==> config.mk <==
export PLATFORM = sky130hd
export DESIGN_NAME = rc_satellite_frame_decoder_core
export DESIGN_NICKNAME = d
export VERILOG_FILES = /design/src/sv/rcsfd_pkg.sv /design/src/sv/rcsfd_front.sv /design/src/sv/rcsfd_queue.sv /design/src/sv/rcsfd_back.sv /design/src/sv/rc_satellite_frame_decoder_core.sv
export SDC_FILE = /design/constraint.sdc
export NUM_CORES = 1
export LEC_CHECK = 0
export BUFFER_PORTS_ARGS = -buffer_cell sky130_fd_sc_hd__buf_2
export CAP_MARGIN = 20
export CORE_UTILIZATION = 45
export CTS_CLUSTER_DIAMETER = 150
export DETAILED_ROUTE_END_ITERATION = 10
export HOLD_SLACK_MARGIN = 0.06
export PLACE_DENSITY_LB_ADDON = 0.12
export SLEW_MARGIN = 10
export SYNTH_ARGS = -nofsm -noshare
export SYNTH_HDL_FRONTEND = slang
export SYNTH_HIERARCHICAL = 1
export SYNTH_SLANG_ARGS = --single-unit
==> constraint.sdc <==
create_clock -name clk -period 16.5 [get_ports clk]
set_input_delay 1.65 -clock clk [delete_from_list [all_inputs] [get_ports clk]]
set_output_delay 1.65 -clock clk [all_outputs]
set_load 0.02 [all_outputs]
==> src/sv/rcsfd_pkg.sv <==
`timescale 1ns / 1ps

package rcsfd_pkg;

	// buffer geometry
	localparam int BUF_BYTES    = 32;
	localparam int NUM_CHANNELS = 8;
	localparam int IDX_W        = $clog2(BUF_BYTES + 1);
	localparam int ADDR_W       = $clog2(BUF_BYTES);
	localparam int NUM_WORDS    = BUF_BYTES / 2;
	localparam int WORD_AW      = $clog2(NUM_WORDS);
	localparam int CH_AW        = $clog2(NUM_CHANNELS);
	localparam int CHAN_W       = 12;

	// decode walk over words 1..15, word 8 skipped
	localparam int WALK_W = 4;
	localparam logic [WALK_W-1:0] FIRST_WORD = 4'd1;
	localparam logic [WALK_W-1:0] SKIP_WORD  = 4'd8;
	localparam logic [WALK_W-1:0] LAST_WORD  = 4'd15;

	// command queue between front and back
	localparam int Q_DEPTH = 2;
	localparam int Q_AW    = $clog2(Q_DEPTH);
	localparam int Q_CW    = $clog2(Q_DEPTH + 1);

	// configuration
	localparam int CFG_IDX_W  = 2;
	localparam int CFG_DATA_W = 20;
	localparam logic [CFG_IDX_W-1:0] CFG_FRAME_GAP  = 2'd0;
	localparam logic [CFG_IDX_W-1:0] CFG_LINK_TMO   = 2'd1;
	localparam logic [CFG_IDX_W-1:0] CFG_MIN_BYTES  = 2'd2;
	localparam logic [15:0] FRAME_GAP_RST = 16'd5000;
	localparam logic [19:0] LINK_TMO_RST  = 20'd50000;
	localparam logic [5:0]  MIN_BYTES_RST = 6'd31;

	// item modes
	localparam logic MODE_BYTE = 1'b0;
	localparam logic MODE_POLL = 1'b1;

	typedef struct packed {
		logic        mode;
		logic [7:0]  data_byte;
		logic [31:0] now_us;
	} item_t;

	typedef struct packed {
		logic [CHAN_W-1:0] chan_0;
		logic [CHAN_W-1:0] chan_1;
		logic [CHAN_W-1:0] chan_2;
		logic [CHAN_W-1:0] chan_3;
		logic [CHAN_W-1:0] chan_4;
		logic [CHAN_W-1:0] chan_5;
		logic [CHAN_W-1:0] chan_6;
		logic [CHAN_W-1:0] chan_7;
		logic [7:0]        link_count;
		logic              frame_decoded;
	} result_t;

	// what the front hands to the back for one item
	typedef struct packed {
		logic              store;
		logic [ADDR_W-1:0] addr;
		logic [7:0]        data;
		logic              decode;
		logic [7:0]        link_count;
	} cmd_t;

	typedef struct packed {
		logic              hit;
		logic [CH_AW-1:0]  chan;
		logic [CHAN_W-1:0] value;
	} word_map_t;

	// word range to channel and offset, both bounds exclusive
	function automatic word_map_t map_word(logic [15:0] w);
		word_map_t m;
		m.hit   = 1'b0;
		m.chan  = '0;
		m.value = '0;
		if (w > 16'd0 && w < 16'd1024) begin
			m.hit = 1'b1; m.chan = 3'd2; m.value = CHAN_W'(w + 16'd988);
		end
		if (w > 16'd1024 && w < 16'd2048) begin
			m.hit = 1'b1; m.chan = 3'd0; m.value = CHAN_W'(w - 16'd12);
		end
		if (w > 16'd2048 && w < 16'd3072) begin
			m.hit = 1'b1; m.chan = 3'd1; m.value = CHAN_W'(w - 16'd1036);
		end
		if (w > 16'd3072 && w < 16'd4096) begin
			m.hit = 1'b1; m.chan = 3'd3; m.value = CHAN_W'(w - 16'd2060);
		end
		if (w > 16'd4096 && w < 16'd5120) begin
			m.hit = 1'b1; m.chan = 3'd4; m.value = CHAN_W'(w - 16'd3084);
		end
		if (w > 16'd5120 && w < 16'd6144) begin
			m.hit = 1'b1; m.chan = 3'd5; m.value = CHAN_W'(w - 16'd4108);
		end
		if (w > 16'd7168 && w < 16'd8192) begin
			m.hit = 1'b1; m.chan = 3'd6; m.value = CHAN_W'(w - 16'd6156);
		end
		if (w > 16'd8192 && w < 16'd9216) begin
			m.hit = 1'b1; m.chan = 3'd7; m.value = CHAN_W'(w - 16'd7180);
		end
		return m;
	endfunction

endpackage

==> src/sv/rcsfd_front.sv <==
`timescale 1ns / 1ps

module rcsfd_front (
	input  logic                               clk,
	input  logic                               arst_n,
	input  logic                               cfg_valid,
	output logic                               cfg_ready,
	input  logic [rcsfd_pkg::CFG_IDX_W-1:0]    cfg_index,
	input  logic [rcsfd_pkg::CFG_DATA_W-1:0]   cfg_data,
	input  logic                               item_valid,
	output logic                               item_stall,
	input  rcsfd_pkg::item_t                   item,
	input  logic                               q_full,
	output logic                               q_push,
	output rcsfd_pkg::cmd_t                    q_cmd
);
	import rcsfd_pkg::*;

	logic [15:0]      gap_q;
	logic [19:0]      tmo_q;
	logic [5:0]       min_q;
	logic [IDX_W-1:0] idx_q;
	logic [31:0]      last_q;
	logic [7:0]       count_q;

	logic [31:0]      gap;
	logic             gap_hit;
	logic             tmo_hit;
	logic             has_room;
	logic             do_decode;
	logic [7:0]       count_nxt;
	logic             accept;

	assign cfg_ready  = 1'b1;
	assign item_stall = q_full;
	assign accept     = item_valid && !q_full;
	assign q_push     = accept;

	always_comb begin
		gap       = item.now_us - last_q;
		gap_hit   = gap > {16'd0, gap_q};
		tmo_hit   = gap > {12'd0, tmo_q};
		has_room  = idx_q < IDX_W'(BUF_BYTES);
		do_decode = (item.mode == MODE_BYTE) && gap_hit && (idx_q >= IDX_W'(min_q));
		if (item.mode == MODE_BYTE) begin
			count_nxt = do_decode ? 8'd1 : count_q + 8'd1;
		end else begin
			count_nxt = tmo_hit ? 8'd0 : count_q;
		end
		q_cmd.store      = (item.mode == MODE_BYTE) && has_room;
		q_cmd.addr       = idx_q[ADDR_W-1:0];
		q_cmd.data       = item.data_byte;
		q_cmd.decode     = do_decode;
		q_cmd.link_count = count_nxt;
	end

	always_ff @(posedge clk or negedge arst_n) begin
		if (!arst_n) begin
			gap_q <= FRAME_GAP_RST;
			tmo_q <= LINK_TMO_RST;
			min_q <= MIN_BYTES_RST;
		end else if (cfg_valid && cfg_ready) begin
			unique case (cfg_index)
				CFG_FRAME_GAP: gap_q <= cfg_data[15:0];
				CFG_LINK_TMO:  tmo_q <= cfg_data[19:0];
				CFG_MIN_BYTES: min_q <= cfg_data[5:0];
				default: ;
			endcase
		end
	end

	always_ff @(posedge clk or negedge arst_n) begin
		if (!arst_n) begin
			idx_q   <= '0;
			last_q  <= '0;
			count_q <= '0;
		end else if (accept) begin
			count_q <= count_nxt;
			if (item.mode == MODE_BYTE) begin
				last_q <= item.now_us;
				if (do_decode) begin
					idx_q <= IDX_W'(1);
				end else if (has_room) begin
					idx_q <= idx_q + IDX_W'(1);
				end
			end
		end
	end

	a_idx_bound: assert property (@(posedge clk) disable iff (!arst_n)
		idx_q <= IDX_W'(BUF_BYTES))
		else $error("byte index past buffer end");

	a_decode_restart: assert property (@(posedge clk) disable iff (!arst_n)
		accept && do_decode |=> idx_q == IDX_W'(1) && count_q == 8'd1)
		else $error("decode did not restart byte and link counts");

endmodule

==> src/sv/rcsfd_queue.sv <==
`timescale 1ns / 1ps

module rcsfd_queue (
	input  logic            clk,
	input  logic            arst_n,
	input  logic            push,
	input  rcsfd_pkg::cmd_t push_cmd,
	output logic            full,
	input  logic            pop,
	output logic            not_empty,
	output rcsfd_pkg::cmd_t head
);
	import rcsfd_pkg::*;

	cmd_t            mem_q [Q_DEPTH];
	logic [Q_AW-1:0] wr_q;
	logic [Q_AW-1:0] rd_q;
	logic [Q_CW-1:0] cnt_q;

	assign full      = cnt_q == Q_CW'(Q_DEPTH);
	assign not_empty = cnt_q != '0;
	assign head      = mem_q[rd_q];

	always_ff @(posedge clk) begin
		if (push) begin
			mem_q[wr_q] <= push_cmd;
		end
	end

	always_ff @(posedge clk or negedge arst_n) begin
		if (!arst_n) begin
			wr_q  <= '0;
			rd_q  <= '0;
			cnt_q <= '0;
		end else begin
			if (push) begin
				wr_q <= (wr_q == Q_AW'(Q_DEPTH - 1)) ? '0 : wr_q + Q_AW'(1);
			end
			if (pop) begin
				rd_q <= (rd_q == Q_AW'(Q_DEPTH - 1)) ? '0 : rd_q + Q_AW'(1);
			end
			if (push && !pop) begin
				cnt_q <= cnt_q + Q_CW'(1);
			end else if (pop && !push) begin
				cnt_q <= cnt_q - Q_CW'(1);
			end
		end
	end

	a_no_overflow: assert property (@(posedge clk) disable iff (!arst_n)
		full |-> !push || pop)
		else $error("push into full queue");

endmodule

==> src/sv/rcsfd_back.sv <==
`timescale 1ns / 1ps

module rcsfd_back (
	input  logic               clk,
	input  logic               arst_n,
	input  logic               q_not_empty,
	input  rcsfd_pkg::cmd_t    q_head,
	output logic               q_pop,
	output logic               result_valid,
	input  logic               result_stall,
	output rcsfd_pkg::result_t result
);
	import rcsfd_pkg::*;

	typedef enum logic [2:0] {
		B_IDLE = 3'b001,
		B_WALK = 3'b010,
		B_DONE = 3'b100
	} back_state_t;

	back_state_t       state_q;
	logic [15:0]       words_q [NUM_WORDS];
	logic [CHAN_W-1:0] chan_q  [NUM_CHANNELS];
	logic [WALK_W-1:0] walk_q;
	logic [7:0]        lc_q;
	logic              res_valid_q;
	result_t           res_q;

	logic              out_free;
	logic              load;
	logic              load_decoded;
	logic [7:0]        load_count;
	logic [15:0]       word_rd;
	word_map_t         wmap;

	assign out_free     = !res_valid_q || !result_stall;
	assign q_pop        = (state_q == B_IDLE) && q_not_empty && (q_head.decode || out_free);
	assign load         = ((state_q == B_IDLE) && q_pop && !q_head.decode)
	                   || ((state_q == B_DONE) && out_free);
	assign load_decoded = state_q == B_DONE;
	assign load_count   = (state_q == B_DONE) ? lc_q : q_head.link_count;
	assign word_rd      = words_q[WORD_AW'(walk_q)];
	assign wmap         = map_word(word_rd);
	assign result_valid = res_valid_q;
	assign result       = res_q;

	always_ff @(posedge clk or negedge arst_n) begin
		if (!arst_n) begin
			state_q <= B_IDLE;
			walk_q  <= FIRST_WORD;
		end else begin
			unique case (state_q)
				B_IDLE: begin
					if (q_pop && q_head.decode) begin
						state_q <= B_WALK;
						walk_q  <= FIRST_WORD;
					end
				end
				B_WALK: begin
					if (walk_q == LAST_WORD) begin
						state_q <= B_DONE;
					end else begin
						walk_q <= walk_q + WALK_W'(1);
					end
				end
				B_DONE: begin
					if (out_free) begin
						state_q <= B_IDLE;
					end
				end
				default: state_q <= B_IDLE;
			endcase
		end
	end

	// byte 2i is the high half of word i
	always_ff @(posedge clk or negedge arst_n) begin
		if (!arst_n) begin
			for (int i = 0; i < NUM_WORDS; i++) begin
				words_q[i] <= '0;
			end
		end else if (q_pop && q_head.store) begin
			if (q_head.addr[0]) begin
				words_q[q_head.addr[ADDR_W-1:1]][7:0] <= q_head.data;
			end else begin
				words_q[q_head.addr[ADDR_W-1:1]][15:8] <= q_head.data;
			end
		end
	end

	always_ff @(posedge clk or negedge arst_n) begin
		if (!arst_n) begin
			for (int i = 0; i < NUM_CHANNELS; i++) begin
				chan_q[i] <= '0;
			end
		end else if (state_q == B_WALK && walk_q != SKIP_WORD && wmap.hit) begin
			chan_q[wmap.chan] <= wmap.value;
		end
	end

	always_ff @(posedge clk) begin
		if (q_pop && q_head.decode) begin
			lc_q <= q_head.link_count;
		end
		if (load) begin
			res_q.chan_0        <= chan_q[0];
			res_q.chan_1        <= chan_q[1];
			res_q.chan_2        <= chan_q[2];
			res_q.chan_3        <= chan_q[3];
			res_q.chan_4        <= chan_q[4];
			res_q.chan_5        <= chan_q[5];
			res_q.chan_6        <= chan_q[6];
			res_q.chan_7        <= chan_q[7];
			res_q.link_count    <= load_count;
			res_q.frame_decoded <= load_decoded;
		end
	end

	always_ff @(posedge clk or negedge arst_n) begin
		if (!arst_n) begin
			res_valid_q <= 1'b0;
		end else if (load) begin
			res_valid_q <= 1'b1;
		end else if (!result_stall) begin
			res_valid_q <= 1'b0;
		end
	end

	a_done_after_walk: assert property (@(posedge clk) disable iff (!arst_n)
		state_q == B_DONE |-> walk_q == LAST_WORD)
		else $error("decode finished before last word");

	a_no_pop_busy: assert property (@(posedge clk) disable iff (!arst_n)
		state_q == B_WALK |=> !(state_q == B_IDLE && $past(q_pop)))
		else $error("command taken during decode walk");

endmodule

==> src/sv/rc_satellite_frame_decoder_core.sv <==
`timescale 1ns / 1ps

// channel | handshake                     | payload
// item    | item_valid / item_stall       | item (mode, data_byte, now_us)
// result  | result_valid / result_stall   | result (chan_0..chan_7, link_count, frame_decoded)
// cfg     | cfg_valid / cfg_ready         | cfg_index, cfg_data
//
// a poll or a non-decoding byte is popped by the back end and loaded straight into the output register
// a decoding byte goes through pop, 15 word steps through the buffer read port, then hand-off
// the front takes an item each cycle while the 2-entry command queue has room
// reset clears buffer, channels, counters and config to defaults at once, no sweep
// a stalled result holds back the next non-decode pop; a decode walk still starts and
// waits in its done state until the output register is free

module rc_satellite_frame_decoder_core (
	input  logic                             clk,
	input  logic                             arst_n,
	input  logic                             cfg_valid,
	output logic                             cfg_ready,
	input  logic [rcsfd_pkg::CFG_IDX_W-1:0]  cfg_index,
	input  logic [rcsfd_pkg::CFG_DATA_W-1:0] cfg_data,
	input  logic                             item_valid,
	output logic                             item_stall,
	input  rcsfd_pkg::item_t                 item,
	output logic                             result_valid,
	input  logic                             result_stall,
	output rcsfd_pkg::result_t               result
);
	import rcsfd_pkg::*;

	// front to queue
	logic q_full;
	logic q_push;
	cmd_t q_cmd;

	// queue to back
	logic q_pop;
	logic q_not_empty;
	cmd_t q_head;

	// front: config registers, timing compare, byte index and link count
	rcsfd_front u_front (
		.clk        (clk),
		.arst_n     (arst_n),
		.cfg_valid  (cfg_valid),
		.cfg_ready  (cfg_ready),
		.cfg_index  (cfg_index),
		.cfg_data   (cfg_data),
		.item_valid (item_valid),
		.item_stall (item_stall),
		.item       (item),
		.q_full     (q_full),
		.q_push     (q_push),
		.q_cmd      (q_cmd)
	);

	// short command queue so the front keeps taking bytes during a decode until the queue fills
	rcsfd_queue u_queue (
		.clk       (clk),
		.arst_n    (arst_n),
		.push      (q_push),
		.push_cmd  (q_cmd),
		.full      (q_full),
		.pop       (q_pop),
		.not_empty (q_not_empty),
		.head      (q_head)
	);

	// back: frame buffer, decode walk, channel values, output register
	rcsfd_back u_back (
		.clk          (clk),
		.arst_n       (arst_n),
		.q_not_empty  (q_not_empty),
		.q_head       (q_head),
		.q_pop        (q_pop),
		.result_valid (result_valid),
		.result_stall (result_stall),
		.result       (result)
	);

	// a decode always restarts the link count, so a decode result reports one byte
	a_decode_count: assert property (@(posedge clk) disable iff (!arst_n)
		result_valid && result.frame_decoded |-> result.link_count == 8'd1)
		else $error("decode result with wrong link count");

endmodule
# Word level (Yosys, flattened, before mapping)
# Memories as Yosys holds them, arrays and structs flattened.
# Cells that the tools add are included.
dict set report word_totals {
  latch_bits 0
  word_cells 194
  register_bits 565
  input_bits 68
  memories 1
  output_inout_bits 108
  rom_bits 0
  ramBits 46
}
dict set report classes {
  eq_ne 13
  bitwise 4
  n_div 0
  n_shift 0
  n_reduce_logical 46
  mul 0
  order_cmp 25
  addsub 16
  n_mux 42
}
# name words word_bits read_ports rd_clocked_by_memory_dff write_ports line
set mem_list {}
lappend mem_list {u_queue.mem_q 2 23 1 0 1 rcsfd_queue.sv:15} ;# cmd_t mem_q [Q_DEPTH];
# operator count
set ops {}
lappend ops {{bitwise mux 256 bit} 2}
lappend ops {{2-to-1 mux 256 bit} 1}
lappend ops {{2-to-1 mux 16 bit} 11}
lappend ops {{demux 16 bit (select 4 bit)} 2}
lappend ops {{bitwise mux 96 bit} 1}
lappend ops {{binary-select mux 16 bit (select 4 bit)} 1}
lappend ops {{> comparator 16 x 13 -> 1 bit (second input constant)} 3}
lappend ops {{less-than comparator 16 x 13 -> 1 bit (second input constant)} 3}
lappend ops {{subtractor 12 bit (second input constant)} 4}
lappend ops {{2-to-1 mux 8 bit} 5}
lappend ops {{demux 12 bit (select 3 bit)} 1}
lappend ops {{> comparator 16 x 12 -> 1 bit (second input constant)} 2}
lappend ops {{> comparator 32 x 16 -> 1 bit} 1}
lappend ops {{> comparator 32 x 20 -> 1 bit} 1}
lappend ops {{less-than comparator 16 x 12 -> 1 bit (second input constant)} 2}
lappend ops {{less-than comparator 16 x 14 -> 1 bit (second input constant)} 2}
lappend ops {{subtractor 32 bit} 1}
lappend ops {{logical AND 1 bit} 25}
lappend ops {{subtractor 12 x 4 -> 12 bit (second input constant)} 2}
lappend ops {{> comparator 16 x 1 -> 1 bit (second input constant)} 1}
lappend ops {{> comparator 16 x 11 -> 1 bit (second input constant)} 1}
lappend ops {{> comparator 16 x 14 -> 1 bit (second input constant)} 1}
lappend ops {{less-than comparator 16 x 11 -> 1 bit (second input constant)} 1}
lappend ops {{adder 12 x 10 -> 12 bit (second input constant)} 1}
lappend ops {{39 further kinds} 71}

# Logic depth before layout (Yosys ltp)
dict set report logic_depth {
  ltp_word 20
  ltp_mapped 21
  mapped_depth_nobuf 20
}

# Modules after synthesis
# The synthesis kept the hierarchy.
# mod instances seq_area_each_um2 area_per_inst_um2 cells_each
set modules_own_cells {}
lappend modules_own_cells {rcsfd_back 1 12404.4 20144.3 1301}
lappend modules_own_cells {rcsfd_front 1 2222.1 7156.9 847}
lappend modules_own_cells {rcsfd_queue 1 1481.4 1951.9 88}

# Worst setup path after synthesis
# No wires, ideal clock.
dict set report synth_path {
  kind {input port to flip-flop}
  from {in result_stall}
  to {reg u_back.res_q, in the netlist u_back/result[0], enable pin}
  t_arrival_ns 6.736
  path_buffers 0
  setup_time_ns 0.603
  required_ns 15.897
  cell_stages 1
  setup_slack_ns 9.161
  cell_sequence {a21oi_1}
}
dict set report synth_between {
  elab_chain_cells 7
  word_cells_on_any_way 8
  cone_classes {8 x reduce/logical}
}
# item line
set synth_rtl {}
lappend synth_rtl {{start: declaration} rc_satellite_frame_decoder_core.sv:26} ;# input logic result_stall,
lappend synth_rtl {{zero test 1 bit *} rcsfd_back.sv:36} ;# assign out_free = !res_valid_q || !result_stall;
lappend synth_rtl {{logical OR 1 bit *} rcsfd_back.sv:36}
lappend synth_rtl {{logical OR 1 bit} rcsfd_back.sv:37} ;# assign q_pop = (state_q == B_IDLE) && q_not_empty && (q_head.decode || out_free);
lappend synth_rtl {{logical AND 1 bit} rcsfd_back.sv:37}
lappend synth_rtl {{logical AND 1 bit (2 in a row)} rcsfd_back.sv:38} ;# assign load = ((state_q == B_IDLE) && q_pop && !q_head.decode)
lappend synth_rtl {{logical OR 1 bit *} rcsfd_back.sv:39} ;# || ((state_q == B_DONE) && out_free);
lappend synth_rtl {{end: declaration} rcsfd_back.sv:27} ;# result_t res_q;
# Mark *: on every way between the ends. The rest lies on a longest branch, timed or not.
# A chain may end at the register's enable or synchronous reset.

# Worst setup path after layout
dict set report layout_path {
  from {reg u_back.walk_q[0]}
  to {reg u_back/chan_q[9] (netlist name)}
}
dict set report layout_between {
  elab_chain_cells 20
  word_cells_on_any_way 54
  cone_classes {8 x add/sub; 18 x order compare; 1 x eq/ne; 14 x mux; 2 x bitwise; 11 x reduce/logical}
}
# item line
set layout_rtl {}
lappend layout_rtl {{start: declaration} rcsfd_back.sv:24} ;# logic [WALK_W-1:0] walk_q;
lappend layout_rtl {{start signal: assignment} rcsfd_back.sv:63} ;# walk_q <= walk_q + WALK_W'(1);
lappend layout_rtl {{NOT 4 -> 5 bit (implied by the code)} rcsfd_back.sv:42} ;# assign word_rd = words_q[WORD_AW'(walk_q)];
lappend layout_rtl {{binary-select mux 16 bit (select 4 bit)} rcsfd_back.sv:42}
lappend layout_rtl {{2-to-1 mux 16 bit (implied by the code) (2 in a row)} rcsfd_back.sv:42}
lappend layout_rtl {{> comparator 16 x 1 -> 1 bit / less-than comparator 16 x 11 -> 1 bit (equally long branches)} rcsfd_pkg.sv:80} ;# if (w > 16'd0 && w < 16'd1024) begin
lappend layout_rtl {{logical AND 1 bit} rcsfd_pkg.sv:80}
lappend layout_rtl {{2-to-1 mux 16 bit} rcsfd_pkg.sv:80}
lappend layout_rtl {{2-to-1 mux 16 bit} rcsfd_pkg.sv:83} ;# if (w > 16'd1024 && w < 16'd2048) begin
lappend layout_rtl {{2-to-1 mux 16 bit} rcsfd_pkg.sv:86} ;# if (w > 16'd2048 && w < 16'd3072) begin
lappend layout_rtl {{[... 3 more ...]} n/a}
lappend layout_rtl {{2-to-1 mux 16 bit} rcsfd_pkg.sv:98} ;# if (w > 16'd7168 && w < 16'd8192) begin
lappend layout_rtl {{2-to-1 mux 16 bit} rcsfd_pkg.sv:101} ;# if (w > 16'd8192 && w < 16'd9216) begin
lappend layout_rtl {{NOT 3 -> 4 bit (implied by the code)} rcsfd_back.sv:97} ;# chan_q[wmap.chan] <= wmap.value;
lappend layout_rtl {{greater-or-equal comparator 4 bit (implied by the code) / less-than comparator 4 x 1 -> 1 bit (equally long branches)} rcsfd_back.sv:97}
lappend layout_rtl {{logical AND 1 bit (implied by the code)} rcsfd_back.sv:97}
lappend layout_rtl {{2-to-1 mux 12 bit (implied by the code)} rcsfd_back.sv:97}
lappend layout_rtl {{demux 12 bit (select 3 bit)} rcsfd_back.sv:97}
lappend layout_rtl {{bitwise mux 96 bit} rcsfd_back.sv:97}
lappend layout_rtl {{end signal: indexed assignment} rcsfd_back.sv:97}
lappend layout_rtl {{end: declaration} rcsfd_back.sv:23} ;# logic [CHAN_W-1:0] chan_q [NUM_CHANNELS];
# Parallel ways exist; a longest one is shown, timed or not. The select of a mux whose other input is x is not followed.

==> reports/summary.md <==
* 174 — number of buffer cells added on primary ports
* 0.325 — max_slew headroom
* 0.0331 mm2 — fin area
* flop — type of destination of the critical path
* 93 — number of core rows
* sky130_fd_sc_hd__dfrtp_1 — cell taking the most area after synthesis
* 13.1 um2 — post-synthesis area per instance
* 0 — reported max-cap violation count
* 10.14 ns — placement-stage worst setup slack
* flop to flop — worst min path class
* 10.59 ns — final setup slack of the worst path
* 0.339 — ratio of cells with drive above 1 in the final layout
* 0.0643 mm2 — Core ar.
* 0.114 mV — maximum VDD drop
* 0.358 — Period Utilization, post-route
* 16.96 ns — required time reported for the critical path endpoint
* 1426 — starting DRC count in detailed routing
* 0.61 ns — source-to-sink clock delay at the later pin of the worst-skew pair
* 6.79 mW — post-layout total power
* 176 — I/O pins
* 0.740 — Async S/R FF share, synth
* 2384 — Net Count, Synth
* 0.455 — starting utilization of the core area
* 2236 — Mapped Cells
* 160 — maximum number of pins on one net before global-route repair
* 0 — Hold Violations, Final
* 0 ns — Setup Total Neg Slack
* 6 — number of warning messages in the yosys log
* 110 mm — first-pass GRT wire length
* 0 — number of design rule violations left after detail routing
* yes — TritonCTS clock tree
* sky130_fd_sc_hd__dfrtp_1 — most frequent cell after synthesis
* compound AO/OA/AOI/OAI gates — CP top delay family
* 68 — CTS buffer count
* 0.212 — GR Util All Layers
* 18455 — via count
* 3156 — count of placed standard cells including taps
* sky130_fd_sc_hd__dfstp_4 — Slowest-stage cell, CP
* 169 MHz — maximum clock frequency
* 611 — number of register bits inferred by synthesis
* 20.9 um — per-cell routed wire length
* 0 — global route total overflow
* 6 — number of detailed-routing iterations run before antenna repair
* flop — kind of start point of the critical path
* 13.1% — Layout Area Growth over Synthesis
* 159 — number of enable-type register cells in the synthesized netlist
* false — setup repair after global routing missed its margin
* 0 — post-cts gate resize count
* 0 — post-CTS setup buffer count
* 43 — largest fanout on the critical path
* flop to flop — critical path class
* 0.442 ns — hold slack
* finished clean — result of the run
* 3 — H-Tree Level Count
* 257 um — x dimension of the die
* 0 — count of endpoints failing setup in the final report
* 98 — Unique masters post-synth
* 611 — clk sink count
* 1 — Crit path buffers/inverters
* 0 — antenna viol nets, final
* 6.37 ns — Critical Path AT
* 0.0660 mm2 — area enclosed by the die boundary
* 0.0199 ns — worst clock skew on the final layout
* 0.0293 mm2 — post-synth design cell area
* 1.00 ns — actual transition at the worst max-transition pin
* 0.0307 mm2 — area post-placement
* 5.91 ns — shortest period the worst path allows
* 1.06 ns — crit-path max cell delay
* sky130_fd_sc_hd__dfrtp_1 — ys flop type
* 0 — number of buffers inserted by hold repair at cts
* 0.371 — share of the synthesized area in the top cell type
* 0.514 — Post-Route Utilization
* 205 mW/mm2 — Pwr Density
* 3 — number of buffers on the longest clock path
* 18615 — via count of the first global-routing pass
* 0 — Final Max Slew Viols
* 2521 — # nets final
* 14.6 nW — Static Leakage
* 0.551 — share of synthesized area occupied by flip-flops and latches
* 3283 — final std cells w/o fill
* 0 — Antenna diodes
* 68.7 mm — post-detailed-routing wire length
* 0.06 ns — CTS clk-pin slew, worst paths
* sky130_fd_sc_hd__clkbuf_16 — Root Buffer Master
* sky130_fd_sc_hd__dfrtp_1 37%, sky130_fd_sc_hd__edfxtp_1 16%, sky130_fd_sc_hd__mux2_2 14% — top post-synthesis cells by area
* 0.855 — routability congestion estimate from global placement
* 0 — antenna violations before repair
* 257 um — DIE HEIGHT
* 434 x sky130_fd_sc_hd__dfrtp_1, 361 x sky130_fd_sc_hd__mux2_2, 159 x sky130_fd_sc_hd__edfxtp_1 — most instantiated cells after synthesis
* 46.6 mm — total half-perimeter wirelength after legalization and detailed placement
* 5.62 — Vias per Instance
* buf_4 > mux4_2 > a22o_1 > a221oi_2 > ha_1 > nand2_1 > a21oi_1 > o2111ai_2 > nor2_4 > nor2_1 > a2111oi_4 > o22ai_1 — cells along the critical path
## final cells by class
cell class,instances,area (um2)
Fill cell,5507,31300
Inverter,106,398
Sequential cell,611,16100
Clock inverter,30,344
Clock buffer,95,1980
Tap cell,855,1070
Multi-Input combinational cell,1385,12100
Timing Repair Buffer,201,1120
## final timing paths
kind | from | endpoint | slack [ns] | depth (start not counted)
setup / recovery | u_back/walk_q[0] | u_back/chan_q[9] | 10.59 | 12
hold / removal | u_back/chan_q[87] | u_back/result[96] | 0.44 | 0
setup reg to reg | u_back/walk_q[0] | u_back/chan_q[9] | 10.59 | 12
hold reg to reg | u_back/chan_q[87] | u_back/result[96] | 0.44 | 0
max in group asynchronous | arst_n | u_front/tmo_q[12] | 13.28 | 3
min in group asynchronous | arst_n | u_back/chan_q[59] | 1.00 | 1
## kinds of logic after synthesis
logic type,after synthesis,synth area share
AOI/OAI and AO/OA,373,0.0913
xor gates and xnor gates,31,0.00928
adders and majority gates,80,0.0345
buffers and inverters,240,0.0393
DFF,611,0.551
muxes,449,0.194
other,1,0.000128
and+or+nand+nor,451,0.0806
## placed cells by master (no fill, tap or decap), drive strengths merged, types with 7 or more instances in the layout
cell / netlist / routed
a211oi: 22 / 22
nand4: 22 / 22
o31ai: 13 / 13
mux4: 48 / 48
o211ai: 13 / 13
nand2: 106 / 106
mux2: 390 / 390
ha: 79 / 79
or4: 11 / 11
nor2: 98 / 98
xnor2: 16 / 16
nor3b: 12 / 12
and2: 11 / 11
a21o: 22 / 22
o21ai: 97 / 97
inv: 105 / 109
a22o: 11 / 11
clkinv: 1 / 21
nand2b: 16 / 16
mux2i: 11 / 11
nor2b: 16 / 16
o21a: 10 / 10
o32ai: 10 / 10
a31oi: 20 / 20
and3: 9 / 9
a221oi: 14 / 14
nor4: 17 / 17
nand3b: 9 / 9
and4: 7 / 7
a21oi: 82 / 82
dfrtp: 434 / 434
nand3: 43 / 43
a221o: 12 / 12
buf: 59 / 201
dfstp: 18 / 18
or2: 8 / 8
edfxtp: 159 / 159
nor3: 55 / 55
clkbuf: 75 / 95
xor2: 15 / 15
## flip-flops by register name (all words and copies together) (netlist names)
name	cells
u_back/chan_q	96
u_back/lc_q	8
u_back/result	105
u_back/result_valid	1
u_back/state_q	3
u_back/walk_q	4
u_back/words_q	256
u_front/count_q	8
u_front/gap_q	16
u_front/idx_q	6
u_front/last_q	32
u_front/min_q	6
u_front/tmo_q	20
u_queue/cnt_q	2
u_queue/mem_q	46
u_queue/rd_q	1
u_queue/wr_q	1
## power breakdown
group,leakage (nW),total (mW),internal (mW),switching [mW]
logic,5.97,2.88,1.09,1.79
registers,7.47,2.36,2.11,0.257
clock network,1.14,1.55,0.925,0.623
total,14.6,6.79,4.12,2.67
## worst reg2reg max path, cell delays in order, from the launching register on
cell	delay, ns
sky130_fd_sc_hd__dfstp_4	1.06
sky130_fd_sc_hd__buf_4	0.67
sky130_fd_sc_hd__mux4_2	0.59
sky130_fd_sc_hd__a22o_1	0.28
sky130_fd_sc_hd__a221oi_2	0.39
sky130_fd_sc_hd__ha_1	0.35
sky130_fd_sc_hd__nand2_1	0.09
sky130_fd_sc_hd__a21oi_1	0.22
sky130_fd_sc_hd__o2111ai_2	0.19
sky130_fd_sc_hd__nor2_4	0.78
sky130_fd_sc_hd__nor2_1	0.30
sky130_fd_sc_hd__a2111oi_4	0.67
sky130_fd_sc_hd__o22ai_1	0.17
## routing by layer
layer	routed length, um	GRT usage	part of all wire	vias to the layer above
li1	-	-	-	8541
met1	32500	0.304	0.47	9385
met2	31700	0.332	0.46	432
met3	3120	0.0310	0.045	97
met4	1440	0.0646	0.021	0
met5	0	0	0	-
Note: power is estimated with default switching activity, not from simulation.
